### config.mk
export PLATFORM = sky130hd
export DESIGN_NAME = packet_deframer_crc16_check
export DESIGN_NICKNAME = d
export VERILOG_FILES = /design/src/design/pdc_pkg.sv /design/src/design/packet_deframer_crc16_check.sv /design/src/design/pdc_cfg.sv /design/src/design/pdc_parser.sv /design/src/design/pdc_outbuf.sv
export SDC_FILE = /design/constraint.sdc
export NUM_CORES = 1
export LEC_CHECK = 0
export BUFFER_PORTS_ARGS = -buffer_cell sky130_fd_sc_hd__buf_2
export CAP_MARGIN = 10
export CORE_ASPECT_RATIO = 1.5
export CORE_MARGIN = 1
export CORE_UTILIZATION = 23
export CTS_CLUSTER_DIAMETER = 30
export CTS_CLUSTER_SIZE = 30
export DETAILED_ROUTE_END_ITERATION = 12
export GPL_ROUTABILITY_DRIVEN = 1
export SYNTH_ARGS = -nofsm -noshare
export SYNTH_HDL_FRONTEND = slang
export SYNTH_SLANG_ARGS = --single-unit
### constraint.sdc
create_clock -name clk -period 4.9 [get_ports clk]
set_input_delay 0.98 -clock clk [delete_from_list [all_inputs] [get_ports clk]]
set_output_delay 0.98 -clock clk [all_outputs]
set_load 0.01 [all_outputs]
### src/design/pdc_pkg.sv
// Shared types, constants and the CRC step for the packet deframer.
package pdc_pkg;

  localparam int MAX_PAYLOAD = 64;
  localparam int COUNT_W = $clog2(MAX_PAYLOAD + 1);
  localparam logic [7:0] LEN_LIMIT = 8'(MAX_PAYLOAD);

  localparam logic [15:0] CRC_INIT = 16'hFFFF;
  localparam logic [15:0] CRC_POLY = 16'h1021;

  // Result item kinds
  localparam logic ITEM_PAYLOAD = 1'b0;
  localparam logic ITEM_STATUS  = 1'b1;

  // Packet status codes
  localparam logic [1:0] STATUS_OK      = 2'd0;
  localparam logic [1:0] STATUS_BAD_CRC = 2'd1;
  localparam logic [1:0] STATUS_BAD_LEN = 2'd2;

  // Command kinds
  localparam logic [2:0] KIND_NONE     = 3'd0;
  localparam logic [2:0] KIND_SET_ADDR = 3'd1;
  localparam logic [2:0] KIND_SET_BAUD = 3'd2;
  localparam logic [2:0] KIND_SET_MODE = 3'd3;
  localparam logic [2:0] KIND_READ_VAL = 3'd4;

  // Configuration register indexes
  localparam logic [2:0] REG_OWN_ADDR_HIGH   = 3'd0;
  localparam logic [2:0] REG_OWN_ADDR_LOW    = 3'd1;
  localparam logic [2:0] REG_START_BYTE      = 3'd2;
  localparam logic [2:0] REG_CMD_SET_ADDRESS = 3'd3;
  localparam logic [2:0] REG_CMD_SET_BAUD    = 3'd4;
  localparam logic [2:0] REG_CMD_SET_MODE    = 3'd5;
  localparam logic [2:0] REG_CMD_READ_VALUES = 3'd6;

  typedef struct packed {
    logic [7:0] own_addr_high;
    logic [7:0] own_addr_low;
    logic [7:0] start_byte;
    logic [7:0] cmd_set_address;
    logic [7:0] cmd_set_baud;
    logic [7:0] cmd_set_mode;
    logic [7:0] cmd_read_values;
  } cfg_t;

  typedef struct packed {
    logic       item_kind;
    logic [7:0] payload_byte;
    logic [5:0] payload_index;
    logic [1:0] packet_status;
    logic       addressed_to_us;
    logic       nak_needed;
    logic [7:0] command_code;
    logic [2:0] command_kind;
    logic [7:0] frame_length;
    logic       last_item;
  } result_t;

  // One byte of CRC-16/CCITT-FALSE, MSB first
  function automatic logic [15:0] crc_byte(input logic [15:0] crc, input logic [7:0] b);
    logic [15:0] c;
    c = crc ^ {b, 8'h00};
    for (int i = 0; i < 8; i++) begin
      c = c[15] ? ({c[14:0], 1'b0} ^ CRC_POLY) : {c[14:0], 1'b0};
    end
    return c;
  endfunction

endpackage

### src/design/packet_deframer_crc16_check.sv
// Top level of the packet deframer with CRC-16/CCITT-FALSE check.
//
//   channel  direction  handshake             payload
//   in       receive    in_valid / in_stall   rx_byte
//   out      send       out_valid / out_stall item_kind .. last_item
//   cfg      receive    cfg_valid / cfg_ready cfg_index, cfg_data
//
// One received byte per cycle while in_stall is low; the parser updates its state and the CRC
// (one byte step) in the cycle the beat is accepted, and any result is registered in a
// two-entry output buffer.
// in_stall rises only while both buffer entries hold untaken results.
// Synchronous reset returns the parser to hunting and the registers to defaults.
module packet_deframer_crc16_check (
  input  logic       clk,
  input  logic       rst,
  input  logic       in_valid,
  output logic       in_stall,
  input  logic [7:0] rx_byte,
  output logic       out_valid,
  input  logic       out_stall,
  output logic       item_kind,
  output logic [7:0] payload_byte,
  output logic [5:0] payload_index,
  output logic [1:0] packet_status,
  output logic       addressed_to_us,
  output logic       nak_needed,
  output logic [7:0] command_code,
  output logic [2:0] command_kind,
  output logic [7:0] frame_length,
  output logic       last_item,
  input  logic       cfg_valid,
  output logic       cfg_ready,
  input  logic [2:0] cfg_index,
  input  logic [7:0] cfg_data
);

  pdc_pkg::cfg_t    cfg;
  pdc_pkg::result_t res, head;
  logic             res_valid;
  logic             full;
  logic             take;

  assign in_stall = full;
  assign take     = in_valid && !in_stall;

  pdc_cfg u_cfg (
    .clk       (clk),
    .rst       (rst),
    .cfg_valid (cfg_valid),
    .cfg_ready (cfg_ready),
    .cfg_index (cfg_index),
    .cfg_data  (cfg_data),
    .cfg       (cfg)
  );

  pdc_parser u_parser (
    .clk       (clk),
    .rst       (rst),
    .take      (take),
    .rx_byte   (rx_byte),
    .cfg       (cfg),
    .res_valid (res_valid),
    .res       (res)
  );

  pdc_outbuf u_outbuf (
    .clk       (clk),
    .rst       (rst),
    .push      (res_valid),
    .push_data (res),
    .full      (full),
    .out_valid (out_valid),
    .out_stall (out_stall),
    .head      (head)
  );

  assign item_kind       = head.item_kind;
  assign payload_byte    = head.payload_byte;
  assign payload_index   = head.payload_index;
  assign packet_status   = head.packet_status;
  assign addressed_to_us = head.addressed_to_us;
  assign nak_needed      = head.nak_needed;
  assign command_code    = head.command_code;
  assign command_kind    = head.command_kind;
  assign frame_length    = head.frame_length;
  assign last_item       = head.last_item;

endmodule

### src/design/pdc_cfg.sv
// Configuration register file of the packet deframer.
module pdc_cfg (
  input  logic          clk,
  input  logic          rst,
  input  logic          cfg_valid,
  output logic          cfg_ready,
  input  logic [2:0]    cfg_index,
  input  logic [7:0]    cfg_data,
  output pdc_pkg::cfg_t cfg
);

  pdc_pkg::cfg_t regs;

  assign cfg_ready = 1'b1;
  assign cfg = regs;

  always_ff @(posedge clk) begin
    if (rst) begin
      regs.own_addr_high   <= 8'd0;
      regs.own_addr_low    <= 8'd0;
      regs.start_byte      <= 8'd126;
      regs.cmd_set_address <= 8'd161;
      regs.cmd_set_baud    <= 8'd162;
      regs.cmd_set_mode    <= 8'd163;
      regs.cmd_read_values <= 8'd164;
    end else if (cfg_valid && cfg_ready) begin
      case (cfg_index)
        pdc_pkg::REG_OWN_ADDR_HIGH:   regs.own_addr_high   <= cfg_data;
        pdc_pkg::REG_OWN_ADDR_LOW:    regs.own_addr_low    <= cfg_data;
        pdc_pkg::REG_START_BYTE:      regs.start_byte      <= cfg_data;
        pdc_pkg::REG_CMD_SET_ADDRESS: regs.cmd_set_address <= cfg_data;
        pdc_pkg::REG_CMD_SET_BAUD:    regs.cmd_set_baud    <= cfg_data;
        pdc_pkg::REG_CMD_SET_MODE:    regs.cmd_set_mode    <= cfg_data;
        pdc_pkg::REG_CMD_READ_VALUES: regs.cmd_read_values <= cfg_data;
        default: ;
      endcase
    end
  end

endmodule

### src/design/pdc_parser.sv
// Frame parser: state machine, running CRC and result formation per byte.
module pdc_parser (
  input  logic             clk,
  input  logic             rst,
  input  logic             take,
  input  logic [7:0]       rx_byte,
  input  pdc_pkg::cfg_t    cfg,
  output logic             res_valid,
  output pdc_pkg::result_t res
);

  localparam logic [2:0] ST_HUNT      = 3'd0;
  localparam logic [2:0] ST_ADDR_HIGH = 3'd1;
  localparam logic [2:0] ST_ADDR_LOW  = 3'd2;
  localparam logic [2:0] ST_LEN       = 3'd3;
  localparam logic [2:0] ST_CMD       = 3'd4;
  localparam logic [2:0] ST_DATA      = 3'd5;
  localparam logic [2:0] ST_CRC_HIGH  = 3'd6;
  localparam logic [2:0] ST_CRC_LOW   = 3'd7;

  logic [2:0]                  state, state_next;
  logic [7:0]                  addr_high_seen, addr_high_seen_next;
  logic [7:0]                  addr_low_seen, addr_low_seen_next;
  logic [7:0]                  length_seen, length_seen_next;
  logic [7:0]                  command_seen, command_seen_next;
  logic [2:0]                  kind_seen, kind_seen_next;
  logic [pdc_pkg::COUNT_W-1:0] payload_count, payload_count_next;
  logic [15:0]                 running_crc, running_crc_next;
  logic [7:0]                  crc_high_seen, crc_high_seen_next;

  logic [15:0]                 crc_step;
  logic [2:0]                  rx_kind;
  logic                        ours;
  logic [pdc_pkg::COUNT_W-1:0] count_inc;

  assign crc_step  = pdc_pkg::crc_byte(running_crc, rx_byte);
  assign ours      = (addr_high_seen == cfg.own_addr_high) &&
                     (addr_low_seen == cfg.own_addr_low);
  assign count_inc = payload_count + {{(pdc_pkg::COUNT_W-1){1'b0}}, 1'b1};

  // Lowest kind wins when command registers are equal
  always_comb begin
    if (rx_byte == cfg.cmd_set_address)      rx_kind = pdc_pkg::KIND_SET_ADDR;
    else if (rx_byte == cfg.cmd_set_baud)    rx_kind = pdc_pkg::KIND_SET_BAUD;
    else if (rx_byte == cfg.cmd_set_mode)    rx_kind = pdc_pkg::KIND_SET_MODE;
    else if (rx_byte == cfg.cmd_read_values) rx_kind = pdc_pkg::KIND_READ_VAL;
    else                                     rx_kind = pdc_pkg::KIND_NONE;
  end

  always_comb begin
    state_next          = state;
    addr_high_seen_next = addr_high_seen;
    addr_low_seen_next  = addr_low_seen;
    length_seen_next    = length_seen;
    command_seen_next   = command_seen;
    kind_seen_next      = kind_seen;
    payload_count_next  = payload_count;
    running_crc_next    = running_crc;
    crc_high_seen_next  = crc_high_seen;

    res_valid           = 1'b0;
    res.item_kind       = pdc_pkg::ITEM_STATUS;
    res.payload_byte    = 8'd0;
    res.payload_index   = 6'd0;
    res.packet_status   = pdc_pkg::STATUS_OK;
    res.addressed_to_us = ours;
    res.nak_needed      = 1'b0;
    res.command_code    = command_seen;
    res.command_kind    = kind_seen;
    res.frame_length    = length_seen;
    res.last_item       = 1'b1;

    if (take) begin
      case (state)
        ST_HUNT: begin
          if (rx_byte == cfg.start_byte) begin
            running_crc_next = pdc_pkg::crc_byte(pdc_pkg::CRC_INIT, rx_byte);
            state_next       = ST_ADDR_HIGH;
          end
        end
        ST_ADDR_HIGH: begin
          addr_high_seen_next = rx_byte;
          running_crc_next    = crc_step;
          state_next          = ST_ADDR_LOW;
        end
        ST_ADDR_LOW: begin
          addr_low_seen_next = rx_byte;
          running_crc_next   = crc_step;
          state_next         = ST_LEN;
        end
        ST_LEN: begin
          length_seen_next = rx_byte;
          running_crc_next = crc_step;
          if (rx_byte > pdc_pkg::LEN_LIMIT) begin
            // Drop the packet at once and report it
            res_valid         = 1'b1;
            res.packet_status = pdc_pkg::STATUS_BAD_LEN;
            res.nak_needed    = ours;
            res.command_code  = 8'd0;
            res.command_kind  = pdc_pkg::KIND_NONE;
            res.frame_length  = rx_byte;
            state_next        = ST_HUNT;
          end else begin
            payload_count_next = '0;
            state_next         = ST_CMD;
          end
        end
        ST_CMD: begin
          command_seen_next = rx_byte;
          running_crc_next  = crc_step;
          kind_seen_next    = rx_kind;
          if (rx_kind != pdc_pkg::KIND_NONE && length_seen != 8'd0) state_next = ST_DATA;
          else                                                      state_next = ST_CRC_HIGH;
        end
        ST_DATA: begin
          running_crc_next   = crc_step;
          res_valid          = 1'b1;
          res.item_kind      = pdc_pkg::ITEM_PAYLOAD;
          res.payload_byte   = rx_byte;
          res.payload_index  = 6'(payload_count);
          res.last_item      = 1'b0;
          payload_count_next = count_inc;
          if (8'(count_inc) >= length_seen) state_next = ST_CRC_HIGH;
        end
        ST_CRC_HIGH: begin
          crc_high_seen_next = rx_byte;
          state_next         = ST_CRC_LOW;
        end
        ST_CRC_LOW: begin
          res_valid = 1'b1;
          if ({crc_high_seen, rx_byte} != running_crc) begin
            res.packet_status = pdc_pkg::STATUS_BAD_CRC;
            res.nak_needed    = ours;
          end
          state_next = ST_HUNT;
        end
        default: state_next = ST_HUNT;
      endcase
    end
  end

  always_ff @(posedge clk) begin
    if (rst) begin
      state          <= ST_HUNT;
      addr_high_seen <= 8'd0;
      addr_low_seen  <= 8'd0;
      length_seen    <= 8'd0;
      command_seen   <= 8'd0;
      kind_seen      <= pdc_pkg::KIND_NONE;
      payload_count  <= '0;
      running_crc    <= pdc_pkg::CRC_INIT;
      crc_high_seen  <= 8'd0;
    end else begin
      state          <= state_next;
      addr_high_seen <= addr_high_seen_next;
      addr_low_seen  <= addr_low_seen_next;
      length_seen    <= length_seen_next;
      command_seen   <= command_seen_next;
      kind_seen      <= kind_seen_next;
      payload_count  <= payload_count_next;
      running_crc    <= running_crc_next;
      crc_high_seen  <= crc_high_seen_next;
    end
  end

  a_payload_only_in_data: assert property (@(posedge clk) disable iff (rst)
    res_valid && res.item_kind == pdc_pkg::ITEM_PAYLOAD |-> state == ST_DATA)
    else $error("payload beat produced outside the data phase");

  a_status_then_hunt: assert property (@(posedge clk) disable iff (rst)
    res_valid && res.item_kind == pdc_pkg::ITEM_STATUS |=> state == ST_HUNT)
    else $error("parser did not return to hunting after a status beat");

  a_bad_len_reported: assert property (@(posedge clk) disable iff (rst)
    take && state == ST_LEN && rx_byte > pdc_pkg::LEN_LIMIT |->
      res_valid && res.packet_status == pdc_pkg::STATUS_BAD_LEN)
    else $error("oversized length byte not reported");

endmodule

### src/design/pdc_outbuf.sv
// Two-entry output buffer: result register plus skid slot.
module pdc_outbuf (
  input  logic             clk,
  input  logic             rst,
  input  logic             push,
  input  pdc_pkg::result_t push_data,
  output logic             full,
  output logic             out_valid,
  input  logic             out_stall,
  output pdc_pkg::result_t head
);

  logic [1:0]       count, count_next;
  pdc_pkg::result_t slot0, slot1;
  logic             pop;

  assign out_valid = (count != 2'd0);
  assign full      = (count == 2'd2);
  assign head      = slot0;
  assign pop       = out_valid && !out_stall;

  always_comb begin
    count_next = count;
    if (push && !pop)      count_next = count + 2'd1;
    else if (pop && !push) count_next = count - 2'd1;
  end

  always_ff @(posedge clk) begin
    if (rst) count <= 2'd0;
    else     count <= count_next;
  end

  always_ff @(posedge clk) begin
    if (pop) begin
      // Advance the skid slot into the head, or the pushed result when the head is the only entry
      if (push && count == 2'd1) slot0 <= push_data;
      else                       slot0 <= slot1;
      if (push && count == 2'd2) slot1 <= push_data;
    end else if (push) begin
      if (count == 2'd0) slot0 <= push_data;
      else               slot1 <= push_data;
    end
  end

  a_count_range: assert property (@(posedge clk) disable iff (rst)
    count != 2'd3)
    else $error("output buffer count out of range");

  a_no_overflow: assert property (@(posedge clk) disable iff (rst)
    full |-> !push)
    else $error("beat pushed into a full output buffer");

  a_drain: assert property (@(posedge clk) disable iff (rst)
    pop && !push && count == 2'd1 |=> !out_valid)
    else $error("output buffer did not drain");

endmodule

==> impl_metrics.yaml <==
run_status:
  status: "completed"
sta:
  relSlewSlack: 0.2475
  finalHoldViolCount: 0
  whs_ns: 0.4450
  clock_skew_ns: 0.01513
  finalSetupViolCount: 0
  fin_crit_ns: 3.232
  fin_crit_sh: 0.6596
  slew_violations: 0
  clock.fmax_ghz: 0.3094
  worst_pin_slew_ns: 1.120
  rsz0062_at_grt: "false"
  setup_tns_ns: 0
route:
  first_iter_violations: 427
  drc: 0
  wl_per_cell_um: 15.62
  avgViaCountPerCell: 4.354
  final_antenna_net_count: 0
  firstDrtPassIters: 4
  vias: 6662
  routed_wl_mm: 23.89
yosys:
  synth-main-ff-cell: "dfxtp_1"
  netlist_area_mm2: 0.009418
  yosys-top-cells-area: "dfxtp_1 27%, edfxtp_1 24%, xnor2_1 8.1%"
  async_flop_share: 0
  syn-instance-count: 938
  ys_ff_latch: 203
  synth_edf_count: 76
  ys_seq_area_frac: 0.5123
  ys_types: 45
  synth_top_area_cell: "dfxtp_1"
  syn_avg_cell_area_um2: 10.04
  yosys_warnings: 0
  synth_top_area_share: 0.2700
  synth_fp_nets: 974
place:
  dp_hpwl_mm: 15.96
  placed_cell_area_mm2: 0.01021
  placed_cells: 1461
  routabilityCongestion: 0.7637
  io_buffers: 64
setup_path:
  crit_type: "reg -> reg"
  arrival_ns: 3.48
  reg2reg_depth: 10
  setup.worst_path.end_class: "flip-flop"
  critPathLaunchType: "flip-flop"
  critPathRequiredTime_ns: 5.14
  crit_fanout: 38
layout:
  final_cell_area_mm2: 0.01152
  finalNonFillerCells: 1530
  n_fill_cell: 4193
  multi_input_area_mm2: 0.004302
  layout-drive-gt1-share: 0.1895
  layout.cells.most_common: "nand2_1"
  area_growth_pct: 22.32
  nNetsFinal: 1032
  n_antenna_cell: 0
  finish.utilization: 0.2858
  layout_common_cells: "169 x nand2_1, 127 x dfxtp_1, 87 x xnor2_1"
  seq_area_mm2: 0.004825
clocking:
  htreeDepth: 2
  cts_setup_buffers: 0
  clk_latency_ns: 0.51
  numClockSinks: 203
  path_clk_slew_ns: 0.05
  cts-root-buf: "clkbuf_16"
  hold_buffers: 0
  cts.repair.resized: 0
  clockBufferDepth: 3
  cts_tree: "built"
  cts_made_buffers: 39
pwr:
  p_leak_nw: 4.284
  pwr-share-seq: 0.381
  combinationalPowerShare: 0.082
  max-vdd-ir-drop_mv: 0.2035
  p_clk_frac: 0.537
  swShare: 0.2369
  internal_power_mw: 3.728
  p_per_area_mw_per_mm2: 424.0
  p_switching_mw: 1.157
global_routing:
  grt_max_degree: 92
  overflow: 0
  first_global_vias: 6595
  grt_use_total: 0.1141
  antenna_found_initial: 0
  grt_pass1_wl_mm: 37.49
floorplanning:
  initial_core_util: 0.2336
  dieArea_mm2: 0.04178
  fp-row-count: 90
  die_x_um: 167.2
  core_region_area_mm2: 0.04031
  io_pins: 66
  chipHeight_um: 249.8
worst_hold_path:
  hold_depth: 2
  min_path_type: "reg -> reg"
run:
  maxCapViolCount: 0
state kept, by name, indices dropped and copies added, names as in the netlist, 8 cells and up:
signal / count
u_cfg.cfg: 56
u_parser.running_crc: 16
u_parser.addr_low_seen: 8
u_parser.length_seen: 8
u_parser.command_seen: 8
u_outbuf.head: 38
u_parser.addr_high_seen: 8
u_outbuf.slot1: 38
u_parser.crc_high_seen: 8
cell type report:
cell class                 instances  share of cell area
clock buffer                      46             0.09330
clock inverter                    23             0.01998
inverter                          14            0.004562
multi-input combinational        663              0.3734
sequential                       203              0.4188
tap                              506             0.05496
timing repair buffer              75             0.03497
worst max-delay path, stage by stage (launching register included):
cell and delay, ns:
dfxtp_1 0.36, inv_1 0.08, ha_1 0.25, nor3b_1 0.19, buf_4 0.20, nor2b_1 0.14
buf_4 0.23, o21ai_2 0.08, nand2_1 0.15, a21o_2 0.86, mux2_2 0.42
cell usage after synthesis, types with 11 or more instances:
cell type and instances:
a21oi_1 63, o21ai_0 11, ha_1 12, and2_1 34, nand4_1 19, nor2b_1 12
edfxtp_1 76, clkbuf_1 42, xnor2_1 87, nor2_1 59, mux2_2 25, xor2_1 25
o211ai_1 14, nand2_1 169, inv_1 13, mux2i_1 38, dfxtp_1 127, mux2_4 20
nand3_1 31
metrics by stage:
stage	setup WS, ns	power [mW]
3_5_place_dp	1.183	2.306
5_1_grt	1.314	5.046
3_3_place_gp	1.213	2.298
4_1_cts	1.623	4.940
2_1_floorplan	0.7917	2.159
6_report	1.668	4.885
final timing paths:
path,endpoint,from,slack [ns]
setup reg to reg,u_outbuf.head[29],u_outbuf.count[0],1.67
hold / removal,u_parser.kind_seen[2],u_parser.kind_seen[2],0.44
hold reg to reg,u_parser.kind_seen[2],u_parser.kind_seen[2],0.44
setup / recovery,u_outbuf.head[29],u_outbuf.count[0],1.67
kinds of logic (layout without fill, tap and decap cells):
| kind of cell | count (synthesis) | count (layout) | synth area share |
|---|---|---|---|
| buffers and inverters | 72 | 158 | 0.03242 |
| other | 1 | 1 | 0.0003982 |
| AO/OA/AOI/OAI | 100 | 100 | 0.06231 |
| adder cells (fa/ha/maj) | 12 | 12 | 0.01594 |
| AND/OR/NAND/NOR | 355 | 355 | 0.1703 |
| XOR/XNOR | 112 | 112 | 0.1042 |
| flip-flops | 203 | 203 | 0.5123 |
| multiplexers | 83 | 83 | 0.1022 |
power groups by stage:
stage	registers, mW	clock network (mW)	logic (mW)
2_1_floorplan	1.92	0	0.239
3_3_place_gp	1.90	0	0.400
3_5_place_dp	1.90	0	0.410
4_1_cts	1.86	2.66	0.412
5_1_grt	1.87	2.74	0.438
6_report	1.86	2.62	0.402
metal layers:
layer  routed length, um  global-route usage  vias to the layer above
li1                    -                   -                     3312
met1               10550              0.1414                     3163
met2               11880              0.1963                      142
met3                 862             0.01713                       45
met4                 597             0.04744                        0
met5                   0                   0                        -
(Power assumes the default switching activity.)
